==> src/h264rl_pkg.sv <==
// Shared types and constants of the H.264 reference list builder.
// No dependencies; used by h264rl_sort and h264_ref_list_builder_unit.
`default_nettype none
package h264rl_pkg;
   localparam int STORE_DEPTH = 16;
   localparam int SLOT_W      = $clog2(STORE_DEPTH);
   localparam int CNT_W       = $clog2(STORE_DEPTH + 1);
   localparam int LIST_LIMIT  = 16;
   localparam int LIM_W       = 5;
   localparam int KEY_W       = 33;

   localparam logic [1:0] KIND_IDR = 2'd0;
   localparam logic [1:0] KIND_I   = 2'd1;
   localparam logic [1:0] KIND_P   = 2'd2;
   localparam logic [1:0] KIND_B   = 2'd3;

   localparam logic [2:0] CSR_MAX_L0_P   = 3'd0;
   localparam logic [2:0] CSR_MAX_L0_B   = 3'd1;
   localparam logic [2:0] CSR_MAX_L1_B   = 3'd2;
   localparam logic [2:0] CSR_CAPACITY   = 3'd3;
   localparam logic [2:0] CSR_INTER_EN   = 3'd4;

   typedef enum logic [1:0] {
      ST_IDLE,
      ST_LOAD,
      ST_EMIT,
      ST_PUSH
   } state_type;

   typedef struct packed {
      logic [SLOT_W-1:0] slot;
      logic [31:0]       poc;
      logic [31:0]       dnum;
   } entry_type;

   function automatic logic [LIM_W-1:0] clamp_limit(input logic [LIM_W-1:0] v);
      logic [LIM_W-1:0] r;
      r = (v > LIM_W'(LIST_LIMIT)) ? LIM_W'(LIST_LIMIT) : v;
      return r;
   endfunction
endpackage
`default_nettype wire

==> src/h264rl_sort.sv <==
// Sorted row of insertion cells holding the candidate reference frames.
// Depends on h264rl_pkg.
`default_nettype none
module h264rl_sort
   import h264rl_pkg::*;
(
   input  wire logic              clock,
   input  wire logic              reset,
   input  wire logic              clear,
   input  wire logic              insert,
   input  wire logic [KEY_W-1:0]  in_key,
   input  wire entry_type         in_entry,
   input  wire logic [SLOT_W-1:0] rd_idx,
   output entry_type              rd_entry
);
   logic [KEY_W-1:0] key_ff   [STORE_DEPTH];
   entry_type        ent_ff   [STORE_DEPTH];
   logic [STORE_DEPTH-1:0] vld_ff;
   logic [STORE_DEPTH-1:0] gt;

   // A cell moves when its key is above the new one (stable on ties).
   always_comb begin
      for (int p = 0; p < STORE_DEPTH; p++) begin
         gt[p] = !vld_ff[p] || (key_ff[p] > in_key);
      end
   end

   always_ff @(posedge clock) begin
      if (reset || clear) begin
         vld_ff <= '0;
      end else if (insert) begin
         vld_ff <= {vld_ff[STORE_DEPTH-2:0], 1'b1};
      end
   end

   always_ff @(posedge clock) begin
      if (insert) begin
         for (int p = 0; p < STORE_DEPTH; p++) begin
            if (gt[p]) begin
               if (p == 0 || !gt[(p == 0) ? 0 : p-1]) begin
                  key_ff[p] <= in_key;
                  ent_ff[p] <= in_entry;
               end else begin
                  key_ff[p] <= key_ff[(p == 0) ? 0 : p-1];
                  ent_ff[p] <= ent_ff[(p == 0) ? 0 : p-1];
               end
            end
         end
      end
   end

   assign rd_entry = ent_ff[rd_idx];
endmodule
`default_nettype wire

==> src/h264_ref_list_builder_unit.sv <==
// Top level of the H.264 default reference list builder.
// Depends on h264rl_pkg and h264rl_sort.
`default_nettype none
// One request word per frame to encode. The reference store is a 16-entry
// circular memory (newest at the head) with one synchronous read port. A
// frame is accepted, then the store is read into the sorting cells, one
// memory read per cycle; the list words are then emitted, one per cycle while
// the response side is ready (a single word for an empty run); last, the frame
// is pushed into the store unless it is a B frame or inter_en is clear.
// No new frame is accepted until the push state is done.
// Responses come as a run ended by tlast; an IDR or I frame, an empty store
// or zero limits give one word with entry_valid low. The store needs no
// clearing pass after reset.
module h264_ref_list_builder_unit
   import h264rl_pkg::*;
(
   input  wire logic        clock,
   input  wire logic        reset,
   input  wire logic        req_tvalid,
   output logic             req_tready,
   // [1:0] frame_kind, [33:2] order_count, [65:34] decode_number, rest zero
   input  wire logic [71:0] req_tdata,
   output logic             rsp_tvalid,
   input  wire logic        rsp_tready,
   // [3:0] slot_index, [35:4] ref_order_count, [67:36] ref_decode_number
   output logic [71:0]      rsp_tdata,
   // [0] list_select, [1] entry_valid
   output logic [1:0]       rsp_tuser,
   output logic             rsp_tlast,
   input  wire logic        csr_we,
   input  wire logic [2:0]  csr_index,
   input  wire logic [4:0]  csr_wdata
);
   // configuration
   logic [LIM_W-1:0] max_p_ff, max_l0b_ff, max_l1b_ff, cap_ff;
   logic             inter_en_ff;

   always_ff @(posedge clock) begin
      if (reset) begin
         max_p_ff    <= LIM_W'(1);
         max_l0b_ff  <= LIM_W'(1);
         max_l1b_ff  <= LIM_W'(1);
         cap_ff      <= LIM_W'(16);
         inter_en_ff <= 1'b1;
      end else if (csr_we) begin
         unique case (csr_index)
            CSR_MAX_L0_P: max_p_ff    <= csr_wdata;
            CSR_MAX_L0_B: max_l0b_ff  <= csr_wdata;
            CSR_MAX_L1_B: max_l1b_ff  <= csr_wdata;
            CSR_CAPACITY: cap_ff      <= csr_wdata;
            CSR_INTER_EN: inter_en_ff <= csr_wdata[0];
            default: ;
         endcase
      end
   end

   // state machine
   state_type state_ff, state_in;
   logic req_acc, issue, load_done, emit_adv, emit_end;

   // current frame
   logic [1:0]       kind_ff;
   logic [31:0]      poc_ff, dnum_ff;
   logic [LIM_W-1:0] lim0_ff, lim1_ff;

   // store
   logic [63:0]       mem [STORE_DEPTH];
   logic [63:0]       mem_q;
   logic [SLOT_W-1:0] head_ff;
   logic [CNT_W-1:0]  count_ff;
   logic              mem_we;
   logic [SLOT_W-1:0] new_head;

   // load and sort
   logic [CNT_W-1:0]  rd_idx_ff;
   logic              rd_pend_ff;
   logic [SLOT_W-1:0] rd_slot_ff;
   logic [CNT_W-1:0]  n_ff, np_ff;
   logic              is_fut;
   logic [KEY_W-1:0]  ins_key;
   entry_type         ins_entry, rd_entry;
   logic [SLOT_W-1:0] sel_idx;

   // emit
   logic              phase_ff;
   logic [CNT_W-1:0]  j_ff;
   logic [CNT_W-1:0]  e0, e1, l1_pos;
   logic              empty_run, word_last;
   logic              sort_clear;

   assign req_acc   = req_tvalid && req_tready;
   assign issue     = (state_ff == ST_LOAD) && (rd_idx_ff < count_ff);
   assign load_done = (state_ff == ST_LOAD) && !issue && !rd_pend_ff;
   assign emit_adv  = (state_ff == ST_EMIT) && (!rsp_tvalid || rsp_tready);

   assign e0 = (n_ff < CNT_W'(lim0_ff)) ? n_ff : CNT_W'(lim0_ff);
   assign e1 = (n_ff < CNT_W'(lim1_ff)) ? n_ff : CNT_W'(lim1_ff);
   assign empty_run = (e0 == '0) && (e1 == '0);

   // list 1 is the same sorted row rotated to start at the future group
   always_comb begin
      l1_pos = np_ff + j_ff;
      if (l1_pos >= n_ff) begin
         l1_pos = l1_pos - n_ff;
      end
   end
   assign sel_idx = phase_ff ? l1_pos[SLOT_W-1:0] : j_ff[SLOT_W-1:0];

   always_comb begin
      if (empty_run) begin
         word_last = 1'b1;
      end else if (!phase_ff) begin
         word_last = (j_ff == e0 - 1'b1) && (e1 == '0);
      end else begin
         word_last = (j_ff == e1 - 1'b1);
      end
   end
   assign emit_end = emit_adv && word_last;

   // next state
   always_comb begin
      state_in = state_ff;
      unique case (state_ff)
         ST_IDLE: if (req_acc)   state_in = ST_LOAD;
         ST_LOAD: if (load_done) state_in = ST_EMIT;
         ST_EMIT: if (emit_end)  state_in = ST_PUSH;
         ST_PUSH: state_in = ST_IDLE;
         default: state_in = ST_IDLE;
      endcase
   end

   // outputs of the state machine
   always_comb begin
      req_tready = 1'b0;
      sort_clear = 1'b0;
      mem_we     = 1'b0;
      unique case (state_ff)
         ST_IDLE: begin
            req_tready = 1'b1;
            sort_clear = 1'b1;
         end
         ST_LOAD: ;
         ST_EMIT: ;
         ST_PUSH: mem_we = (kind_ff != KIND_B) && inter_en_ff;
         default: ;
      endcase
   end

   always_ff @(posedge clock) begin
      if (reset) begin
         state_ff <= ST_IDLE;
      end else begin
         state_ff <= state_in;
      end
   end

   // latch the frame and its list limits
   always_ff @(posedge clock) begin
      if (req_acc) begin
         kind_ff <= req_tdata[1:0];
         poc_ff  <= req_tdata[33:2];
         dnum_ff <= req_tdata[65:34];
         unique case (req_tdata[1:0])
            KIND_P: begin
               lim0_ff <= clamp_limit(max_p_ff);
               lim1_ff <= '0;
            end
            KIND_B: begin
               lim0_ff <= clamp_limit(max_l0b_ff);
               lim1_ff <= clamp_limit(max_l1b_ff);
            end
            KIND_IDR, KIND_I: begin
               lim0_ff <= '0;
               lim1_ff <= '0;
            end
            default: ;
         endcase
      end
   end

   // store memory: one write and one registered read per cycle
   assign new_head = head_ff - 1'b1;

   always_ff @(posedge clock) begin
      if (mem_we) begin
         mem[new_head] <= {poc_ff, dnum_ff};
      end
      mem_q <= mem[head_ff + rd_idx_ff[SLOT_W-1:0]];
   end

   // store bookkeeping: an IDR frame empties it; else drop the oldest down to capacity, push at the head
   logic [CNT_W-1:0] cap_eff, cnt_kept;
   always_comb begin
      if (cap_ff == '0) begin
         cap_eff = CNT_W'(1);
      end else if (CNT_W'(cap_ff) > CNT_W'(STORE_DEPTH)) begin
         cap_eff = CNT_W'(STORE_DEPTH);
      end else begin
         cap_eff = CNT_W'(cap_ff);
      end
      cnt_kept = (count_ff >= cap_eff) ? cap_eff - 1'b1 : count_ff;
   end

   always_ff @(posedge clock) begin
      if (reset) begin
         head_ff  <= '0;
         count_ff <= '0;
      end else if (req_acc && req_tdata[1:0] == KIND_IDR) begin
         count_ff <= '0;
      end else if (mem_we) begin
         head_ff  <= new_head;
         count_ff <= cnt_kept + 1'b1;
      end
   end

   // read the store one slot per cycle into the sorting cells
   always_ff @(posedge clock) begin
      if (reset) begin
         rd_idx_ff  <= '0;
         rd_pend_ff <= 1'b0;
      end else begin
         rd_pend_ff <= issue;
         if (req_acc) begin
            rd_idx_ff <= '0;
         end else if (issue) begin
            rd_idx_ff <= rd_idx_ff + 1'b1;
         end
      end
      rd_slot_ff <= rd_idx_ff[SLOT_W-1:0];
   end

   // past frames by falling count, then future by rising; P keeps store order
   assign is_fut  = (kind_ff == KIND_B) && (mem_q[63:32] > poc_ff);
   always_comb begin
      if (kind_ff != KIND_B) begin
         ins_key = '0;
      end else if (is_fut) begin
         ins_key = {1'b1, mem_q[63:32]};
      end else begin
         ins_key = {1'b0, ~mem_q[63:32]};
      end
   end
   assign ins_entry.slot = rd_slot_ff;
   assign ins_entry.poc  = mem_q[63:32];
   assign ins_entry.dnum = mem_q[31:0];

   always_ff @(posedge clock) begin
      if (reset || sort_clear) begin
         n_ff  <= '0;
         np_ff <= '0;
      end else if (rd_pend_ff) begin
         n_ff <= n_ff + 1'b1;
         if (!is_fut) begin
            np_ff <= np_ff + 1'b1;
         end
      end
   end

   h264rl_sort u_sort (
      .clock    (clock),
      .reset    (reset),
      .clear    (sort_clear),
      .insert   (rd_pend_ff),
      .in_key   (ins_key),
      .in_entry (ins_entry),
      .rd_idx   (sel_idx),
      .rd_entry (rd_entry)
   );

   // walk list 0 then list 1, one word per cycle while the response side is ready
   always_ff @(posedge clock) begin
      if (reset) begin
         phase_ff <= 1'b0;
         j_ff     <= '0;
      end else if (load_done) begin
         phase_ff <= (e0 == '0);
         j_ff     <= '0;
      end else if (emit_adv && !empty_run) begin
         if (!phase_ff && j_ff == e0 - 1'b1) begin
            phase_ff <= 1'b1;
            j_ff     <= '0;
         end else begin
            j_ff <= j_ff + 1'b1;
         end
      end
   end

   // output register: hold until taken
   logic        rsp_valid_ff;
   logic [71:0] rsp_data_ff;
   logic [1:0]  rsp_user_ff;
   logic        rsp_last_ff;

   always_ff @(posedge clock) begin
      if (reset) begin
         rsp_valid_ff <= 1'b0;
      end else if (emit_adv) begin
         rsp_valid_ff <= 1'b1;
      end else if (rsp_tready) begin
         rsp_valid_ff <= 1'b0;
      end
   end

   always_ff @(posedge clock) begin
      if (emit_adv) begin
         rsp_last_ff <= word_last;
         if (empty_run) begin
            rsp_data_ff <= '0;
            rsp_user_ff <= '0;
         end else begin
            rsp_data_ff <= {4'd0, rd_entry.dnum, rd_entry.poc, 4'(rd_entry.slot)};
            rsp_user_ff <= {1'b1, phase_ff};
         end
      end
   end

   assign rsp_tvalid = rsp_valid_ff;
   assign rsp_tdata  = rsp_data_ff;
   assign rsp_tuser  = rsp_user_ff;
   assign rsp_tlast  = rsp_last_ff;

`ifndef NO_ASSERTIONS
   a_count_bound: assert property (@(posedge clock) disable iff (reset)
      count_ff <= CNT_W'(STORE_DEPTH))
      else $error("store count above depth");
   a_entry_needs_cells: assert property (@(posedge clock) disable iff (reset)
      (emit_adv && !empty_run) |-> (n_ff != '0))
      else $error("list entry emitted from an empty cell row");
   a_one_frame: assert property (@(posedge clock) disable iff (reset)
      req_acc |=> (state_ff == ST_LOAD && !req_tready))
      else $error("frame accepted while busy");
   a_push_at_end: assert property (@(posedge clock) disable iff (reset)
      mem_we |-> $past(state_ff == ST_EMIT))
      else $error("store written outside the frame end");
`endif
endmodule
`default_nettype wire
==> config.mk <==
export PLATFORM = sky130hd
export DESIGN_NAME = h264_ref_list_builder_unit
export DESIGN_NICKNAME = d
export VERILOG_FILES = /design/src/h264rl_pkg.sv /design/src/h264rl_sort.sv /design/src/h264_ref_list_builder_unit.sv
export SDC_FILE = /design/constraint.sdc
export NUM_CORES = 2
export LEC_CHECK = 0
export BUFFER_PORTS_ARGS = -buffer_cell sky130_fd_sc_hd__buf_4
export CORE_MARGIN = 3
export CORE_UTILIZATION = 55
export CTS_CLUSTER_DIAMETER = 60
export DETAILED_ROUTE_END_ITERATION = 12
export PLACE_DENSITY = 0.82
export SLEW_MARGIN = 20
export SYNTH_ARGS = -nofsm -noshare
export SYNTH_HDL_FRONTEND = slang
export SYNTH_SLANG_ARGS = --single-unit
==> constraint.sdc <==
create_clock -name clock -period 12.2 [get_ports clock]
set_input_delay 0 -clock clock [delete_from_list [all_inputs] [get_ports clock]]
set_output_delay 0 -clock clock [all_outputs]
set_load 0.02 [all_outputs]
Word level (Yosys, flattened, before mapping)

Memory sizes are Yosys's and may differ from the RTL's. A register that Yosys moved wholly into a read port is not among the register bits.
Index checks and enable logic that the tools add are counted.

$add $sub $neg: 12
Bitwise gates (word level): 33
$lt $le $gt $ge: 26
Mux-type cells: 183
Equal/unequal tests: 17
Reduce and logical (&&, ||, !) cells: 75

Operators by type and width:

| kind                | number |
|---|---|
| $mux 68             | 15 |
| $mux 33             | 17 |
| $gt 33x33->1        | 16 |
| $mux 1              | 133 |
| $mux 5              | 9 |
| $gt 32x32->1        | 1 |
| $not 32->32         | 1 |
| $or 1x1->1          | 30 |
| $add 5x1->5 const B | 5 |
| $logic_not 1->1     | 21 |
| $gt 5x5->1 const B  | 4 |
| $logic_or 1x1->1    | 18 |
| $reduce_and 2->1    | 8 |
| $logic_not 5->1     | 3 |
| $lt 5x5->1          | 3 |
| $pmux 5 s3          | 1 |
| $sub 5x1->5 const B | 3 |
| $logic_and 1x1->1   | 13 |
| $eq 2x2->1 const B  | 5 |
| $eq 5x5->1          | 2 |
| $ge 5x5->1          | 2 |
| $pmux 5 s2          | 1 |
| $mux 2              | 4 |
| $mux 4              | 2 |
| other kinds (17)    | 29 |

Memories kept: 3
RAM bits: 2640
Output and inout bits: 77
Register bits: 158
Input bits: 85

Memories:

| name          | depth | width | read ports | clocked after Yosys merged registers in | write ports | line                             | source |
|---|---|---|---|---|---|---|---|
| u_sort.ent_ff | 16    | 68    | 16         | 1                                       | 16          | h264rl_sort.sv:17                | `entry_type ent_ff [STORE_DEPTH];` |
| mem           | 16    | 64    | 1          | 1                                       | 1           | h264_ref_list_builder_unit.sv:67 | `logic [63:0] mem [STORE_DEPTH];` |
| u_sort.key_ff | 16    | 33    | 16         | 0                                       | 16          | h264rl_sort.sv:16                | `logic [KEY_W-1:0] key_ff [STORE_DEPTH];` |

Longest topological paths before layout

Depth in word-level cells: 11
Depth in mapped cells: 27
Mapped depth without buffers: 23

Cells and area by module

From an unflattened synthesis, not the netlist that was laid out.

Cell total of the unflattened synthesis: 8103
Area, all modules: 138477.8 µm²

By module, submodules not included:

| module                     | cells each | area each (µm²) | instances | sequential area each (µm²) |
|---|---|---|---|---|
| h264rl_sort                | 5332       | 88003.2         | 1         | 48846.8 |
| h264_ref_list_builder_unit | 2771       | 50474.7         | 1         | 37626.1 |

Worst setup path after synthesis

No wires, ideal clock.

Kind: register to register
Start: register poc_ff[29]
End: memory u_sort.ent_ff[10][10] in the netlist's numbering, data pin
Cell stages (with the launch flop): 28
Setup time: 260 ps
Setup slack: -455 ps
Arrival time: 12395 ps
Cell sequence: edfxtp_1 -> inv_1 -> ha_1 -> nand4_1 -> or3_1 -> or3_1 -> nor2_4 -> o21a_1 -> a211oi_2 -> a21oi_4 -> buf_8 -> xor2_1 -> nor2_2 -> buf_6 -> inv_1 -> ha_1 -> nor2b_1 -> o21a_1 -> o21a_1 -> o211ai_1 -> a31o_2 -> a21oi_1 -> nor3_1 -> nor3_1 -> nand2_1 -> clkbuf_1 -> buf_2 -> mux2_2

RTL lines:

| what                     | line                              | source |
|---|---|---|
| start: declaration       | h264_ref_list_builder_unit.sv:63  | `logic [31:0] poc_ff, dnum_ff;` |
| start signal: assignment | h264_ref_list_builder_unit.sv:161 | `poc_ff <= req_tdata[33:2];` |
| end: declaration         | h264rl_sort.sv:17                 |  |

==> impl_metrics.csv <==
group,metric,value,unit
synth,synth_mux_area_share,17.9,%
timing,period_needed,10.62,ns
min_path,min_path_type,"input pin to register",
finish,fillers,17000,
min_path,min_from,"csr_index[2]",
global_routing,grt_usage,29.4,%
cts,clock_latency,1.00,ns
cts,cts_sinks,2926,
critical_path,path_max_fanout,40,
critical_path,startpoint_type,"register",
routing,drc,0,
synth,syn_area_per_cell,14.8,um2
floorplanning,initial_core_util,55.5,%
placed_design,io_buffers,151,
timing,slew_headroom,20.4,%
min_path,whs_endpoint,"max_p_ff[1]",
critical_path,critPathCaptureType,"register",
finish,seq_area,86500,um2
timing,drv_slew,0,
cts,hold_buffers,163,
placed_design,dpl.hpwl,218000,um
timing,clock_skew,0.0935,ns
global_routing,grt_pass1_vias,89000,
timing,setup_viol,0,
timing,tns,0,ns
synth,synthSimpleGateAreaFrac,7.46,%
synth,synthArstFlopShare,0,%
synth,synth_xor_area_share,0.494,%
critical_path,crit_required,12.86,ns
status,status,"finished, final reports clean",
finish,drive_gt1_share,27.2,%
synth,ys_seq_area_share,62.5,%
synth,synthFlopType,"edfxtp_1",
pwr,leakagePower,54.9,nW
critical_path,path_cells,"inv_1 > ha_1 > nand4_1 > or3_1 > or3_1 > o221ai_1 > a211oi_2 > a21oi_4 > buf_4 > xor2_1 > nor2_2 > inv_1 > ha_1 > a21o_1 > a21o_1 > a2111oi_0 > o21ai_0 > a31oi_1 > o21ai_0 > a2111oi_2 > nor2_1 > nand2_4 > buf_4 > mux2_2",
synth,synth_fa_ha_area_share,5.57,%
routing,vias_per_cell,6.64,
global_routing,antenna_found_initial,14,
critical_path,rr_endpoint,"u_sort.ent_ff[12][53]",
finish,multi_input_area,49200,um2
floorplanning,die_x,507,um
critical_path,cp_slowest_cell,"edfxtp_1",
cts,clk_pin_slew,0.06,ns
cts,post_cts_resize_count,0,
finish,area_delta_synth_final,12.0,%
critical_path,cpLargestDelayFamily,"compound AO/OA/AOI/OAI gates",
floorplanning,core_area,249000,um2
critical_path,reg2reg_depth,24,
synth,yosys_warnings,0,
placed_design,gp_congestion,0.932,
cts,cts-root-buf,"clkbuf_16",
synth,synth_top_family_by_area,"multiplexers",
routing,wire_per_inst,29.4,um
cts,cts_tree,"done",
timing,hold_violations,0,
global_routing,grt_pass1_wl,569000,um
placed_design,dpl_cell_area,143000,um2
cts,cts_buffers,315,
timing,rsz0062_at_grt,"no",
timing,fin_crit_sh,87.0,%
global_routing,grt_max_degree,160,
critical_path,critical_path_class,"register to register",
flow_run,maxCapViolCount,0,
cts,h-tree-depth,5,
floorplanning,dieArea,258000,um2
min_path,hold_depth,6,
routing,dr.pass1.iters,8,
cts,post_cts_buffers,0,
timing,max_freq,0.0942,GHz
critical_path,cp.arrival,11.28,ns
pwr,ir_drop,0.195,mV
timing,fin_ws,1.58,ns
timing,tightestPinTransition,1.19,ns
routing,ant_nets,0,
routing,drt_wl_total,386000,um
critical_path,reg2reg_from,"poc_ff[27]",
pwr,power.density,197,nW/um2
routing,num_vias,87100,
routing,drt-initial-drc-count,11400,
synth,synth_edf_count,2787,
critical_path,r2r_slack,1.58,ns
floorplanning,row_count,183,
finish,layout.nets,10300,
synth,synth-seq-cells,2926,
synth,synth_cell_type_count,76,
cts,clockBufferDepth,4,
floorplanning,io_pins,162,
synth,netlist_instances,9323,
critical_path,timing.critical_path.slowest_cell_delay,0.77,ns
finish,stdcell_area,155000,um2
synth,synth_compound_area_share,3.80,%
global_routing,grt_overflow,0,
synth,syn_area,138000,um2
floorplanning,die_h,507,um
pwr,power,30.5,mW
placed_design,dp_slack,1.97,ns
critical_path,critPathBufInv,4,
[cells by family (layout without fill, tap and decap cells)]
kind of cell / count (synthesis) / after routing
buffers and inverters: 705 / 1170
xor gates and xnor gates: 78 / 78
DFF: 2926 / 2926
AOI/OAI and AO/OA: 767 / 767
muxes: 1961 / 1961
and+or+nand+nor: 2271 / 2271
other: 1 / 9
adders and majority gates: 614 / 614
[stage by stage]
step	cells	hold WS [ns]	util, %
after floorplan	9326	0.0989	-
after detailed placement	12400	0.179	57.4
after global routing	13100	0.163	62.1
after global placement	12400	0.178	57.4
final	13100	0.143	62.1
after CTS	13100	0.0517	62.1
[placed cells by master (no fill, tap or decap), drive strengths merged, types with 25 or more instances in the layout]
master and instances:
nand2b 25, dlygate4sd3 163, o21a 49, bufinv 31
dfxtp 139, a21oi 158, and3 68, nand2 1241
a31oi 69, inv 130, clkbuf 407, nor2b 57
edfxtp 2787, xor2 49, mux4 256, a21o 147
ha 611, clkinv 99, nand4 254, nor2 200
nor3 37, mux2 1517, a32oi 137, o21ai 117
buf 332, xnor2 29, nand3 319, mux2i 188
[synth_stat cells, types with 69 or more instances]
cell type / instances / share of area [%]
a21o_1: 147 / 0.80
a21oi_1: 156 / 0.56
a31oi_1: 69 / 0.31
a32oi_1: 137 / 0.87
buf_2: 122 / 0.44
clkbuf_1: 357 / 0.97
dfxtp_1: 139 / 2.0
edfxtp_1: 2787 / 61
ha_1: 611 / 5.5
inv_1: 122 / 0.33
mux2_2: 1517 / 12
mux2i_1: 188 / 1.4
mux4_2: 256 / 4.2
nand2_1: 1241 / 3.4
nand3_1: 319 / 1.2
nand4_1: 254 / 1.1
nor2_1: 170 / 0.46
o21ai_0: 114 / 0.41
[where the power goes]
part           internal, mW  leakage, nW  switching [mW]  total [mW]
clock                  5.62         4.98            3.93        9.55
sequential             12.3         26.4           0.745        13.1
combinational          3.24         23.5            4.65        7.89
total                  21.2         54.9            9.33        30.5
[how the worst max path moves through the flow]
stage,end,from,slack (ns),cells after the start
after detailed placement,u_sort.ent_ff[12][53],mem_q[62],1.97,23
after global placement,u_sort.ent_ff[12][56],mem_q[62],2.19,23
after floorplan,u_sort.ent_ff[12][0],poc_ff[29],0.38,23
after global routing,u_sort.ent_ff[12][59],poc_ff[27],1.42,24
final,u_sort.ent_ff[12][53],poc_ff[27],1.58,24
after CTS,u_sort.ent_ff[12][53],poc_ff[27],1.91,24
[registers in the layout (all words and copies together), names as in the netlist, 16 cells and up]
signal         cells
mem_q             64
mem             1024
u_sort.key_ff    528
dnum_ff           32
rsp_tdata         68
u_sort.ent_ff   1088
u_sort.vld_ff     16
poc_ff            32
[routing by layer]
metal | vias to the layer above | global-route usage (%) | share of wire (%)
met5 | - | 0 | 0.023
met4 | 16 | 14.5 | 5.3
met3 | 1250 | 6.03 | 11
met2 | 5758 | 47.9 | 48
met1 | 43600 | 37.8 | 36
li1 | 36500 | - | -
[tightest hold or removal path, stage by stage]
cell	delay, ns
dlygate4sd3_1	0.53
buf_4	0.13
nor4b_1	0.06
buf_4	0.17
mux2i_1	0.12
nor2_1	0.07
[layout make-up]
type,count,share of cell area [%]
antenna,5,0.00808
clock buffer,407,5.56
clock inverter,144,0.995
inverter,124,0.307
multi-input combinational,5695,31.8
sequential,2926,55.8
tap,3330,2.69
timing repair buffer,495,2.82
Note: power is estimated with default switching activity, not from simulation.
